### config.mk
export PLATFORM = sky130hd
export DESIGN_NAME = decimal_to_binary_converter_core
export DESIGN_NICKNAME = d
export VERILOG_FILES = /design/src/hw/rtl/dtb_pkg.sv /design/src/hw/rtl/decimal_to_binary_converter_core.sv
export SDC_FILE = /design/constraint.sdc
export NUM_CORES = 1
export LEC_CHECK = 0
export BUFFER_PORTS_ARGS = -buffer_cell sky130_fd_sc_hd__buf_2
export CORE_UTILIZATION = 67
export DETAILED_ROUTE_END_ITERATION = 8
export GPL_TIMING_DRIVEN = 0
export PLACE_DENSITY = 0.85
export REMOVE_ABC_BUFFERS = 1
export SLEW_MARGIN = 20
export SYNTH_ARGS = -nofsm -noshare
export SYNTH_HDL_FRONTEND = slang
export SYNTH_SLANG_ARGS = --single-unit
### constraint.sdc
create_clock -name clk -period 5.3 [get_ports clk]
set_clock_uncertainty 0.15 [all_clocks]
set_input_delay 0.795 -clock clk [delete_from_list [all_inputs] [get_ports clk]]
set_output_delay 0.795 -clock clk [all_outputs]
set_load 0.01 [all_outputs]
### src/hw/rtl/dtb_pkg.sv
// Types, constants and helper functions for the decimal to binary converter.
package dtb_pkg;

  localparam int MAX_BYTES = 16;
  localparam int IDX_W     = $clog2(MAX_BYTES);
  localparam int LEN_W     = $clog2(MAX_BYTES + 1);
  localparam int NB_W      = 5;
  localparam int CMP_W     = (LEN_W > NB_W) ? LEN_W : NB_W;
  localparam int BYTE_W    = 8;
  localparam int CARRY_W   = 4;
  localparam int PROD_W    = 12;

  localparam logic [BYTE_W-1:0] CHAR_ZERO = 8'h30;
  localparam logic [BYTE_W-1:0] CHAR_NINE = 8'h39;
  localparam logic [NB_W-1:0]   NB_RESET  = 5'd16;

  typedef enum logic [1:0] {
    STAT_OK       = 2'd0,
    STAT_INVALID  = 2'd1,
    STAT_OVERFLOW = 2'd2,
    STAT_SIZE     = 2'd3
  } status_t;

  typedef enum logic [2:0] {
    ST_IDLE,
    ST_CHECK,
    ST_MUL,
    ST_PUSH,
    ST_FINISH,
    ST_EMIT_RD,
    ST_EMIT_LD,
    ST_EMIT_ERR
  } state_t;

  // Priority: size beats invalid beats overflow.
  function automatic logic [1:0] err_rank(status_t code);
    logic [1:0] r;
    case (code)
      STAT_SIZE:     r = 2'd3;
      STAT_INVALID:  r = 2'd2;
      STAT_OVERFLOW: r = 2'd1;
      default:       r = 2'd0;
    endcase
    return r;
  endfunction

  // Sticky error update: only a stronger error replaces the current one.
  function automatic status_t err_merge(status_t cur, status_t raised);
    return (err_rank(raised) > err_rank(cur)) ? raised : cur;
  endfunction

endpackage

### src/hw/rtl/decimal_to_binary_converter_core.sv
// Decimal string to little-endian binary converter, memory based.
//
// Input channel (in_valid/in_ready): one ASCII character per item with
// char_present, first_char and last_char flags. first_char clears the value
// before the character is taken; last_char emits the result after it.
// Output channel (out_valid/out_ready): one item per value byte, lowest
// byte first, last_byte on the final one; or a single error item.
// Config: cfg_we/cfg_wdata write number_bytes; the user must do so only while the block is idle (unenforced).
//
// For a digit, the value memory (one write port, one registered read port) is
// walked one byte per cycle for the multiply-by-ten-and-add pass, then a push
// step appends a non-zero carry as a new byte while room is left. Other characters
// pass from the check state straight to the finish state. On a last character
// each value byte is read from memory, then loaded into the output register.
// in_ready is high only while idle; the output register lets the next item
// be accepted while the final result still waits.
// A stalled receiver holds the output register and pauses the byte walk.
// Reset: value reads as zero, used length one, no error, number_bytes 16.
module decimal_to_binary_converter_core (
  input  logic                         clk,
  input  logic                         rst,
  input  logic                         in_valid,
  output logic                         in_ready,
  input  logic [dtb_pkg::BYTE_W-1:0]   char_code,
  input  logic                         char_present,
  input  logic                         first_char,
  input  logic                         last_char,
  output logic                         out_valid,
  input  logic                         out_ready,
  output logic [dtb_pkg::BYTE_W-1:0]   value_byte,
  output logic [1:0]                   status,
  output logic                         last_byte,
  input  logic                         cfg_we,
  input  logic [dtb_pkg::NB_W-1:0]     cfg_wdata
);

  // Value memory and per-entry valid bits (unwritten entries read as zero)
  logic [dtb_pkg::BYTE_W-1:0]    mem [dtb_pkg::MAX_BYTES];
  logic [dtb_pkg::MAX_BYTES-1:0] vld;
  logic [dtb_pkg::BYTE_W-1:0]    rd_data;
  logic                          rd_vld;

  dtb_pkg::state_t state, state_next;

  // Control and datapath registers
  logic [dtb_pkg::BYTE_W-1:0]  ch;
  logic                        pres;
  logic                        lst;
  logic [dtb_pkg::IDX_W-1:0]   idx;
  logic [dtb_pkg::CARRY_W-1:0] carry;
  logic [dtb_pkg::LEN_W-1:0]   len;
  dtb_pkg::status_t            err;
  dtb_pkg::status_t            emit_status;
  logic [dtb_pkg::NB_W-1:0]    nb;
  logic [dtb_pkg::BYTE_W-1:0]  out_byte;
  dtb_pkg::status_t            out_status;
  logic                        out_last;

  // Memory port controls
  logic                        mem_rd_en;
  logic [dtb_pkg::IDX_W-1:0]   mem_rd_addr;
  logic                        mem_we;
  logic [dtb_pkg::IDX_W-1:0]   mem_wr_addr;
  logic [dtb_pkg::BYTE_W-1:0]  mem_wr_data;

  // Derived conditions
  logic                        in_acc;
  logic                        slot_free;
  logic                        size_ok;
  logic                        is_digit;
  logic                        room;
  logic                        len_over;
  logic                        more_bytes;
  logic                        last_out;
  logic [dtb_pkg::BYTE_W-1:0]  rd_byte;
  logic [dtb_pkg::PROD_W-1:0]  prod;

  assign in_acc    = in_valid && in_ready;
  assign slot_free = !out_valid || out_ready;
  assign size_ok   = (nb != '0) && (nb[1:0] == 2'b00) &&
                     (dtb_pkg::CMP_W'(nb) <= dtb_pkg::CMP_W'(dtb_pkg::MAX_BYTES));
  assign is_digit  = (ch >= dtb_pkg::CHAR_ZERO) && (ch <= dtb_pkg::CHAR_NINE);
  assign room      = (dtb_pkg::CMP_W'(len) < dtb_pkg::CMP_W'(nb)) &&
                     (dtb_pkg::CMP_W'(len) < dtb_pkg::CMP_W'(dtb_pkg::MAX_BYTES));
  assign len_over  = dtb_pkg::CMP_W'(len) > dtb_pkg::CMP_W'(nb);
  assign more_bytes = (dtb_pkg::LEN_W'(idx) + dtb_pkg::LEN_W'(1)) < len;
  assign last_out  = (dtb_pkg::CMP_W'(idx) + dtb_pkg::CMP_W'(1)) == dtb_pkg::CMP_W'(nb);

  // Byte times ten plus carry: shift-and-add
  assign rd_byte = rd_vld ? rd_data : '0;
  assign prod    = {1'b0, rd_byte, 3'b000} + {3'b000, rd_byte, 1'b0} +
                   dtb_pkg::PROD_W'(carry);

  assign in_ready   = (state == dtb_pkg::ST_IDLE);
  assign value_byte = out_byte;
  assign status     = out_status;
  assign last_byte  = out_last;

  // Next state
  always_comb begin
    state_next = state;
    case (state)
      dtb_pkg::ST_IDLE: begin
        if (in_valid) state_next = dtb_pkg::ST_CHECK;
      end
      dtb_pkg::ST_CHECK: begin
        if (pres && size_ok && is_digit && err == dtb_pkg::STAT_OK) begin
          state_next = dtb_pkg::ST_MUL;
        end else begin
          state_next = dtb_pkg::ST_FINISH;
        end
      end
      dtb_pkg::ST_MUL: begin
        if (!more_bytes) state_next = dtb_pkg::ST_PUSH;
      end
      dtb_pkg::ST_PUSH: begin
        state_next = dtb_pkg::ST_FINISH;
      end
      dtb_pkg::ST_FINISH: begin
        if (!lst) begin
          state_next = dtb_pkg::ST_IDLE;
        end else if (!size_ok || len_over || err != dtb_pkg::STAT_OK) begin
          state_next = dtb_pkg::ST_EMIT_ERR;
        end else begin
          state_next = dtb_pkg::ST_EMIT_RD;
        end
      end
      dtb_pkg::ST_EMIT_RD: begin
        state_next = dtb_pkg::ST_EMIT_LD;
      end
      dtb_pkg::ST_EMIT_LD: begin
        if (slot_free) begin
          state_next = last_out ? dtb_pkg::ST_IDLE : dtb_pkg::ST_EMIT_RD;
        end
      end
      dtb_pkg::ST_EMIT_ERR: begin
        if (slot_free) state_next = dtb_pkg::ST_IDLE;
      end
      default: state_next = dtb_pkg::ST_IDLE;
    endcase
  end

  // Memory port controls
  always_comb begin
    mem_rd_en   = 1'b0;
    mem_rd_addr = idx;
    mem_we      = 1'b0;
    mem_wr_addr = idx;
    mem_wr_data = prod[dtb_pkg::BYTE_W-1:0];
    case (state)
      dtb_pkg::ST_CHECK: begin
        mem_rd_en   = 1'b1;
        mem_rd_addr = '0;
      end
      dtb_pkg::ST_MUL: begin
        mem_we      = 1'b1;
        mem_rd_en   = more_bytes;
        mem_rd_addr = idx + dtb_pkg::IDX_W'(1);
      end
      dtb_pkg::ST_PUSH: begin
        mem_we      = (carry != '0) && room;
        mem_wr_addr = len[dtb_pkg::IDX_W-1:0];
        mem_wr_data = dtb_pkg::BYTE_W'(carry);
      end
      dtb_pkg::ST_EMIT_RD: begin
        mem_rd_en = 1'b1;
      end
      default: begin
        mem_rd_en = 1'b0;
      end
    endcase
  end

  // Value memory: one write port, one registered read port
  always_ff @(posedge clk) begin
    if (mem_we) mem[mem_wr_addr] <= mem_wr_data;
    if (mem_rd_en) begin
      rd_data <= mem[mem_rd_addr];
      rd_vld  <= vld[mem_rd_addr];
    end
  end

  // Control state
  always_ff @(posedge clk) begin
    if (rst) begin
      state <= dtb_pkg::ST_IDLE;
      vld   <= '0;
      len   <= dtb_pkg::LEN_W'(1);
      err   <= dtb_pkg::STAT_OK;
      nb    <= dtb_pkg::NB_RESET;
    end else begin
      state <= state_next;
      if (cfg_we) nb <= cfg_wdata;
      if (mem_we) vld[mem_wr_addr] <= 1'b1;
      case (state)
        dtb_pkg::ST_IDLE: begin
          if (in_acc && first_char) begin
            vld <= '0;
            len <= dtb_pkg::LEN_W'(1);
            err <= dtb_pkg::STAT_OK;
          end
        end
        dtb_pkg::ST_CHECK: begin
          if (pres && !size_ok) begin
            err <= dtb_pkg::err_merge(err, dtb_pkg::STAT_SIZE);
          end else if (pres && !is_digit) begin
            err <= dtb_pkg::err_merge(err, dtb_pkg::STAT_INVALID);
          end
        end
        dtb_pkg::ST_PUSH: begin
          if (carry != '0) begin
            if (room) begin
              len <= len + dtb_pkg::LEN_W'(1);
            end else begin
              err <= dtb_pkg::err_merge(err, dtb_pkg::STAT_OVERFLOW);
            end
          end
        end
        dtb_pkg::ST_FINISH: begin
          if (lst && size_ok && len_over) begin
            err <= dtb_pkg::err_merge(err, dtb_pkg::STAT_OVERFLOW);
          end
        end
        default: begin
        end
      endcase
    end
  end

  // Datapath registers
  always_ff @(posedge clk) begin
    if (in_acc) begin
      ch   <= char_code;
      pres <= char_present;
      lst  <= last_char;
    end
    case (state)
      dtb_pkg::ST_CHECK: begin
        idx   <= '0;
        carry <= dtb_pkg::CARRY_W'(ch - dtb_pkg::CHAR_ZERO);
      end
      dtb_pkg::ST_MUL: begin
        carry <= prod[dtb_pkg::PROD_W-1:dtb_pkg::BYTE_W];
        if (more_bytes) idx <= idx + dtb_pkg::IDX_W'(1);
      end
      dtb_pkg::ST_FINISH: begin
        idx <= '0;
        if (!size_ok) begin
          emit_status <= dtb_pkg::STAT_SIZE;
        end else if (len_over) begin
          emit_status <= dtb_pkg::err_merge(err, dtb_pkg::STAT_OVERFLOW);
        end else begin
          emit_status <= err;
        end
      end
      dtb_pkg::ST_EMIT_LD: begin
        if (slot_free) idx <= idx + dtb_pkg::IDX_W'(1);
      end
      default: begin
      end
    endcase
  end

  // Output register
  always_ff @(posedge clk) begin
    if (rst) begin
      out_valid <= 1'b0;
    end else if (state == dtb_pkg::ST_EMIT_LD && slot_free) begin
      out_valid <= 1'b1;
    end else if (state == dtb_pkg::ST_EMIT_ERR && slot_free) begin
      out_valid <= 1'b1;
    end else if (out_ready) begin
      out_valid <= 1'b0;
    end
  end

  always_ff @(posedge clk) begin
    if (state == dtb_pkg::ST_EMIT_LD && slot_free) begin
      out_byte   <= rd_byte;
      out_status <= dtb_pkg::STAT_OK;
      out_last   <= last_out;
    end else if (state == dtb_pkg::ST_EMIT_ERR && slot_free) begin
      out_byte   <= '0;
      out_status <= emit_status;
      out_last   <= 1'b1;
    end
  end

endmodule

Word level (Yosys, flattened, before mapping)
Memories as Yosys holds them, arrays and structs flattened. A register that Yosys moved wholly into a read port is not among the register bits.
Cells that the tools add are included.
{"block": "totals", "mem_count": 1, "in_bits": 21, "word_cells": 193, "register_bits": 64, "ramBits": 128, "out_inout_bits": 13}
{"block": "op_classes", "bitwise": 1, "muxes": 87, "reduce_logical": 41, "n_lt_le_gt_ge": 15, "eq_ne": 26, "addsub": 6}
{"memory": "mem", "depth": 16, "width": 8, "rd": 1, "rd_ports_with_merged_regs": 1, "write_ports": 1, "line": "decimal_to_binary_converter_core.sv:38", "source": "logic [dtb_pkg::BYTE_W-1:0] mem [dtb_pkg::MAX_BYTES];"}
{"operator": "$mux W2", "n": 47}
{"operator": "$mux W16", "n": 3}
{"operator": "$mux W8", "n": 4}
{"operator": "$pmux W3 S8", "n": 1}
{"operator": "$ne A2 B2 Y1 const B", "n": 11}
{"operator": "$mux W3", "n": 7}
{"operator": "$logic_and A1 B1 Y1", "n": 17}
{"operator": "$or A16 B16 Y16", "n": 1}
{"operator": "$pmux W4 S2", "n": 2}
{"operator": "$mux W5", "n": 3}
{"operator": "$add A11 B9 Y12", "n": 1}
{"operator": "$add A12 B4 Y12", "n": 1}
{"operator": "$eq A3 B3 Y1 const B", "n": 4}
{"operator": "$mux W4", "n": 3}
{"operator": "$pmux W4 S3", "n": 1}
{"operator": "$gt A2 B2 Y1", "n": 5}
{"operator": "$lt A4 B5 Y1 const B", "n": 2}
{"operator": "$lt A5 B5 Y1", "n": 2}
{"operator": "$pmux W5 S2", "n": 1}
{"operator": "$reduce_and A10 Y1", "n": 1}
{"operator": "$mux W1", "n": 9}
{"operator": "$ne A3 B3 Y1 const B", "n": 3}
{"operator": "$ge A8 B6 Y1 const B", "n": 1}
{"operator": "$le A8 B6 Y1 const B", "n": 1}
{"operator": "30 further kinds", "n": 45}

Depth between registers and ports, before layout
Gate-level depths: netlist of the first run.
{"block": "depth", "word_depth": 13, "mapped_depth": 13, "mapped_depth_nobuf": 12}

Worst setup path before layout of the first run
Ideal clock, no wire load.
{"block": "synth_timing", "path_kind": "register to register", "startpoint": "register rd_vld", "endpoint": "memory mem[0][7] in the netlist's numbering, data pin", "slack_ns": 2.161, "path_stages_with_launch": 12, "setup_time_ns": 0.277, "required_time_ns": 4.873, "synth_period_minus_slack_ns": 3.139, "t_arrival_ns": 2.712, "path_buffers": 1, "cell_sequence": "edfxtp_1 -> clkbuf_1 -> nand2_1 -> fa_1 -> inv_1 -> ha_1 -> a21o_1 -> a21oi_1 -> o21ai_0 -> a21oi_1 -> xor2_1 -> nor2_1"}
{"block": "synth_between", "elab_chain_cells": 4}
{"element": "start, declared", "line": "decimal_to_binary_converter_core.sv:41", "source": "logic rd_vld;"}
{"element": "start signal, assigned", "line": "decimal_to_binary_converter_core.sv:179", "source": "rd_vld <= vld[mem_rd_addr];"}
{"element": "$mux W8", "line": "decimal_to_binary_converter_core.sv:90", "source": "assign rd_byte = rd_vld ? rd_data : '0;"}
{"element": "$add A11 B9 Y12", "line": "decimal_to_binary_converter_core.sv:91", "source": "assign prod = {1'b0, rd_byte, 3'b000} + {3'b000, rd_byte, 1'b0} +"}
{"element": "$add A12 B4 Y12", "line": "decimal_to_binary_converter_core.sv:91"}
{"element": "$mux W8", "line": "decimal_to_binary_converter_core.sv:150", "source": "case (state)"}
{"element": "named net mem_wr_data (one bit)", "line": "decimal_to_binary_converter_core.sv:64", "source": "logic [dtb_pkg::BYTE_W-1:0] mem_wr_data;"}
{"element": "end, declared", "line": "decimal_to_binary_converter_core.sv:38"}
The timed path passes the listed nets, and every way through them passes these cells.

Worst setup path after layout of the first run
{"block": "layout_timing", "startpoint": "register rd_vld", "endpoint": "memory mem[8][7] in the netlist's numbering, data pin"}
Same word-level chain as after synthesis.

==> impl_metrics.tcl, run 1 <==
set metrics [dict create \
    h-tree-depth 4 \
    drc 0 \
    cts_buffer_depth 2 \
    cp-start-kind "flop" \
    synth_cell_types 65 \
    synth_top_area_cell "edfxtp_1" \
    final_cells 1085 \
    io_pins 34 \
    cts_tree "built" \
    synth-warning-count 0 \
    max_slew_margin_pct 23.7 \
    cts.sinks 200 \
    worstMarginPinSlew_ns 1.14 \
    critical_path.endpoint_type "flop" \
    grt-busiest-layer "met2" \
    crit_type "reg -> reg" \
    hold_ws_ns 0.310 \
    fp.coreArea_um2 13900 \
    synth_seq_cells 200 \
    tns_ns 0 \
    syn_to_final_growth_pct 10.2 \
    drt_wl_total_mm 23.4 \
    synthesis.area_um2 9560 \
    cts_inserted_buffers 17 \
    rsz0062_at_grt "no" \
    hp-class "reg -> reg" \
    drive_above_1_share_pct 13.6 \
    insertedDiodeCount 0 \
    fin_nets 941 \
    cellLeakagePower_nw 3.93 \
    root_buffer "clkbuf_16" \
    grt_pass1_wl_mm 36.1 \
    met1_usage_pct 45.3 \
    cp.arrival_ns 3.90 \
    vias_per_cell 6.64 \
    dieWidth_um 121 \
    gp_congestion 0.915 \
    fmax_ghz 0.254 \
    num_rows 43 \
    synthFlopType "edfxtp_1" \
    drt_iter0_markers 994 \
    synthArstFlopShare_pct 0 \
    cts_resized 0 \
    min_period_over_period_pct 74.2 \
    grtUsageMet2_pct 52.5 \
    synth_area_per_cell_um2 10.9 \
    fill_cells 831 \
    finalHoldViolations 0 \
    vias 7204 \
    port_buffers 33 \
    wire_per_inst_um 21.5 \
    antenna_found_initial 0 \
    grt.total_usage_pct 33.3 \
    ant_nets 0 \
    status "finished, final reports clean" \
    die-area_um2 14700 \
    grt_pass1_vias 6885 \
    dpl.hpwl_mm 15.5 \
    fin_crit_ns 3.93 \
    ctsHoldBuffers 0 \
    synth_edf_count 166 \
    worstPathRequired_ns 5.27 \
    synth_top_area_share_pct 52.2 \
    setup_viol 0 \
    dpl.cell_count 1052 \
    drv_cap 0 \
    postCtsSetupBuffers 0 \
    finalMaxSlewViolations 0 \
    dr.pass1.iters 8 \
    worstSkewPairLatency_ns 0.45 \
    seq_area_frac_synth_pct 59.3 \
    start_util_pct 68.8 \
    gr-total-overflow 0 \
    cp_max_fo 16 \
    synthesis.instances 876 \
    peakVddDrop_mv 0.495 \
    grt_max_degree 34 \
    die_h_um 121 \
    power.density_nw_per_um2 726 \
    grt_util_met3_pct 5.50 \
    netlist_top_cells_area "edfxtp_1, dfxtp_1, nand2_1, nand3_1, ha_1" \
    clk_pin_slew_worst_paths_ns 0.08 \
    utilization_pct 75.9 \
]
[cell usage in the layout (no fill, tap or decap), drive strengths merged, types with 11 or more instances in the layout]
cell and instances:
o21a 20, nor4 11, nand2 174, nor2 35
o21ai 21, nor3 39, a21oi 59, ha 26
inv 42, clkbuf 18, edfxtp 166, nor2b 11
nand3 77, buf 41, dfxtp 34, mux2i 13
[area by class of cell]
class,instances,area (µm²),share of cell area [%]
flip-flops and latches,200,5670,53.8
multi-input cells,594,3630,34.5
clock buffers,18,439,4.17
repair buffers,41,264,2.51
well taps,180,225,2.14
clock inverters,14,160,1.52
inverters,38,143,1.35
[worst max-delay path: stages, from the launching register on]
cell	delay (ns)
edfxtp_1	0.53
nand2_1	0.20
fa_1	0.63
inv_1	0.07
ha_1	0.30
a21o_1	0.19
a21oi_1	0.22
o21ai_0	0.18
a21oi_1	0.33
xor2_1	0.14
nor2_2	0.66
[cells in the mapped netlist, drive strengths merged, types with 4 or more instances]
library cell,count
nand2,174
edfxtp,166
nand3,77
a21oi,59
nor3,39
inv,38
nor2,35
dfxtp,34
buf,30
ha,26
o21ai,21
o21a,20
clkbuf,14
mux2i,13
nor2b,11
nor4,11
a31oi,10
a2bb2oi,9
mux2,8
nand2b,8
o32ai,8
a21o,6
and2,4
and3,4
o211ai,4
xnor2,4
[metal layers]
metal | up-vias | wire length [µm]
li1 | 3214 | -
met1 | 3445 | 9170
met3 | 80 | 2200
met4 | 0 | 830
met5 | - | 0
met2 | 465 | 11200
[power by group]
group          switching (W)  internal (W)  total [W]  leakage [nW]
Clock               0.000636      0.000642    0.00128         0.277
Combinational        0.00255       0.00108    0.00363          1.86
Sequential          0.000236       0.00250    0.00274          1.79
[state kept, by name, indices dropped and copies added, names as in the netlist, 3 cells and up]
register    flops
carry           4
ch              8
idx             4
len             5
mem           128
nb              5
rd_data         8
state           3
value_byte      8
vld            16
[cells by family (layout without fill, tap and decap cells)]
kind of cell | count (synthesis) | after routing | share of synthesized area, %
AOI/OAI and AO/OA | 163 | 163 | 11.3
and+or+nand+nor | 375 | 375 | 18.7
buffers and inverters | 82 | 111 | 3.84
muxes | 21 | 21 | 2.30
DFF | 200 | 200 | 59.3
xor gates and xnor gates | 7 | 7 | 0.786
adders and majority gates | 28 | 28 | 3.82
[per-stage QoR]
step           setup slack [ns]  cell area (µm²)  total power [W]
4_1_cts                    1.13            10500          0.00751
5_1_grt                    1.29            10500          0.00799
6_report                   1.37            10500          0.00765
2_1_floorplan              2.00             9330          0.00491
3_3_place_gp              0.833             9720          0.00585
3_5_place_dp               1.18             9900          0.00620
[worst paths after layout]
| check | from | to | slack, ns | depth (start not counted) |
|---|---|---|---|---|
| worst max-delay path | rd_vld$_DFFE_PP_ | mem[8][7]$_DFFE_PP_ | 1.37 | 10 |
| worst min-delay path | status[1]$_SDFFE_PP0P_ | status[1]$_SDFFE_PP0P_ | 0.31 | 2 |
| worst max register to register | rd_vld$_DFFE_PP_ | mem[8][7]$_DFFE_PP_ | 1.37 | 10 |
| worst min register to register | status[1]$_SDFFE_PP0P_ | status[1]$_SDFFE_PP0P_ | 0.31 | 2 |
Note: power is estimated with default switching activity, not from simulation.
==> run 2: changes to the inputs <==
--- a/config.mk
+++ b/config.mk
@@ -6,10 +6,10 @@
 export NUM_CORES = 1
 export LEC_CHECK = 0
 export BUFFER_PORTS_ARGS = -buffer_cell sky130_fd_sc_hd__buf_2
-export CORE_UTILIZATION = 67
+export CORE_UTILIZATION = 62
 export DETAILED_ROUTE_END_ITERATION = 8
 export GPL_TIMING_DRIVEN = 0
-export PLACE_DENSITY = 0.85
+export PLACE_DENSITY = 0.8
 export REMOVE_ABC_BUFFERS = 1
 export SLEW_MARGIN = 20
 export SYNTH_ARGS = -nofsm -noshare
==> constraint.sdc (replaced) <==
create_clock -name clk -period 3.8 [get_ports clk]
set_clock_uncertainty 0.15 [all_clocks]
set_input_delay 0.57 -clock clk [delete_from_list [all_inputs] [get_ports clk]]
set_output_delay 0.57 -clock clk [all_outputs]
set_load 0.01 [all_outputs]
==> run 2 against run 1 <==
Compared with the run above:
- setup slack lost 1.2 ns
- maximum frequency grew 8.4%
- clock-buffer cell count shrank 1
- largest power group unchanged
- highest routed layer unchanged
==> impl_metrics.tcl, run 2 (synthesis results as in run 1) <==
set metrics [dict create \
    worstMarginPinSlew_ns 1.15 \
    drt_wl_total_mm 21.9 \
    finalMaxSlewViolations 0 \
    insertedDiodeCount 0 \
    ant_nets 0 \
    largestRegisters "mem: 128 flops, vld: 16 flops" \
    wire_per_inst_um 20.0 \
    worstSkewPairLatency_ns 0.44 \
    fin_crit_ns 3.63 \
    cts_inserted_buffers 17 \
    rsz0062_at_grt "no" \
    tns_ns 0 \
    grt_pass1_vias 6424 \
    dieWidth_um 126 \
    largest_reg_flops 128 \
    hold_ws_ns 0.146 \
    cp_max_fo 19 \
    peakVddDrop_mv 0.613 \
    gp_congestion 0.882 \
    cts_tree "built" \
    grt_pass1_wl_mm 34.3 \
    crit_type "reg -> reg" \
    vias_per_cell 6.30 \
    io_pins 34 \
    grt.total_usage_pct 28.8 \
    dr.pass1.iters 6 \
    critical_path.endpoint_type "flop" \
    die_h_um 126 \
    regMostFlops "mem" \
    die-area_um2 15900 \
    cts_buffer_depth 2 \
    layout_commonest_cell "nand2_1" \
    fmax_ghz 0.276 \
    drt_iter0_markers 797 \
    cp.arrival_ns 3.66 \
    fin_nets 945 \
    cellLeakagePower_nw 3.98 \
    grt_max_degree 40 \
    h-tree-depth 4 \
    antenna_found_initial 0 \
    power.density_nw_per_um2 1010 \
    hp-class "in -> reg" \
    fp.coreArea_um2 15100 \
    vias 6914 \
    drive_above_1_share_pct 14.2 \
    r2r_slack_ns 0.17 \
    finalHoldViolations 0 \
    port_buffers 33 \
    cp-start-kind "flop" \
    drc 0 \
    gr-total-overflow 0 \
    cts.sinks 200 \
    root_buffer "clkbuf_16" \
    syn_to_final_growth_pct 11.3 \
    worstPathRequired_ns 3.84 \
    final_cell_mix "nand2_1, edfxtp_1, nand3_1" \
    drv_cap 0 \
    setup_viol 0 \
    start_util_pct 63.1 \
    num_rows 45 \
    status "finished, final reports clean" \
    clk_pin_slew_worst_paths_ns 0.08 \
    dpl.hpwl_mm 14.4 \
    max_slew_margin_pct 22.5 \
    min_period_over_period_pct 95.4 \
]
[run 2: what timing repair did]
action / 4_1_cts / 5_1_grt
setup endpoints to repair: 25 / 18
hold endpoints to repair: 0 / 0
buffers inserted: 1 / 0
resized for setup: 1 / 3
hold buffers: 0 / 0
[run 2: cell type report]
type	instances	area, µm²
tap	188	235
sequential	200	5670
fill	1058	4510
clock inverter	15	195
multi-input combinational	594	3640
timing repair buffer	45	325
inverter	38	143
clock buffer	17	425
[run 2: worst max-delay path: stages, from the launching register on]
cell and delay (ns):
edfxtp_1 0.68, ha_1 0.51, nor2b_1 0.29, a221o_1 0.77, nand2_1 0.45, a21oi_1 0.42, nor4_2 0.10
[run 2: worst paths after layout]
| kind | from | endpoint | cells past startpoint |
|---|---|---|---|
| max | idx[0]$_SDFFCE_PP0P_ | rd_data[7]$_DFFE_PP_ | 6 |
| min | char_present | pres$_DFFE_PP_ | 1 |
| max reg2reg | idx[0]$_SDFFCE_PP0P_ | rd_data[7]$_DFFE_PP_ | 6 |
| min reg2reg | status[1]$_SDFFE_PP0P_ | status[1]$_SDFFE_PP0P_ | 2 |
[run 2: power breakdown]
part / switching, W / leakage, nW / total (W) / internal (W)
combinational: 0.00349 / 1.90 / 0.00510 / 0.00161
clock: 0.000930 / 0.295 / 0.00183 / 0.000902
sequential: 0.000319 / 1.79 / 0.00381 / 0.00349
total: 0.00474 / 3.98 / 0.0107 / 0.00600
[run 2: stage by stage]
stage | total power (W) | cells | area (µm²) | utilization (%) | setup WS (ns)
after global routing | 0.0113 | 1097 | 10600 | 70.2 | 0.122
after detailed placement | 0.00877 | 1064 | 9980 | 65.9 | -0.166
after global placement | 0.00829 | 1053 | 9730 | 64.3 | -0.790
after floorplan | 0.00685 | 832 | 9330 | - | 0.499
after CTS | 0.0107 | 1097 | 10600 | 70.1 | 0.201
final | 0.0107 | 1097 | 10600 | 70.2 | 0.173
[run 2: layer usage]
metal / vias up / share of wire, % / global-route usage (%)
li1: 3234 / - / -
met1: 3323 / 41 / 39.1
met2: 299 / 47 / 45.4
met3: 58 / 8.4 / 5.95
met4: 0 / 2.9 / 12.0
met5: - / 0 / 0
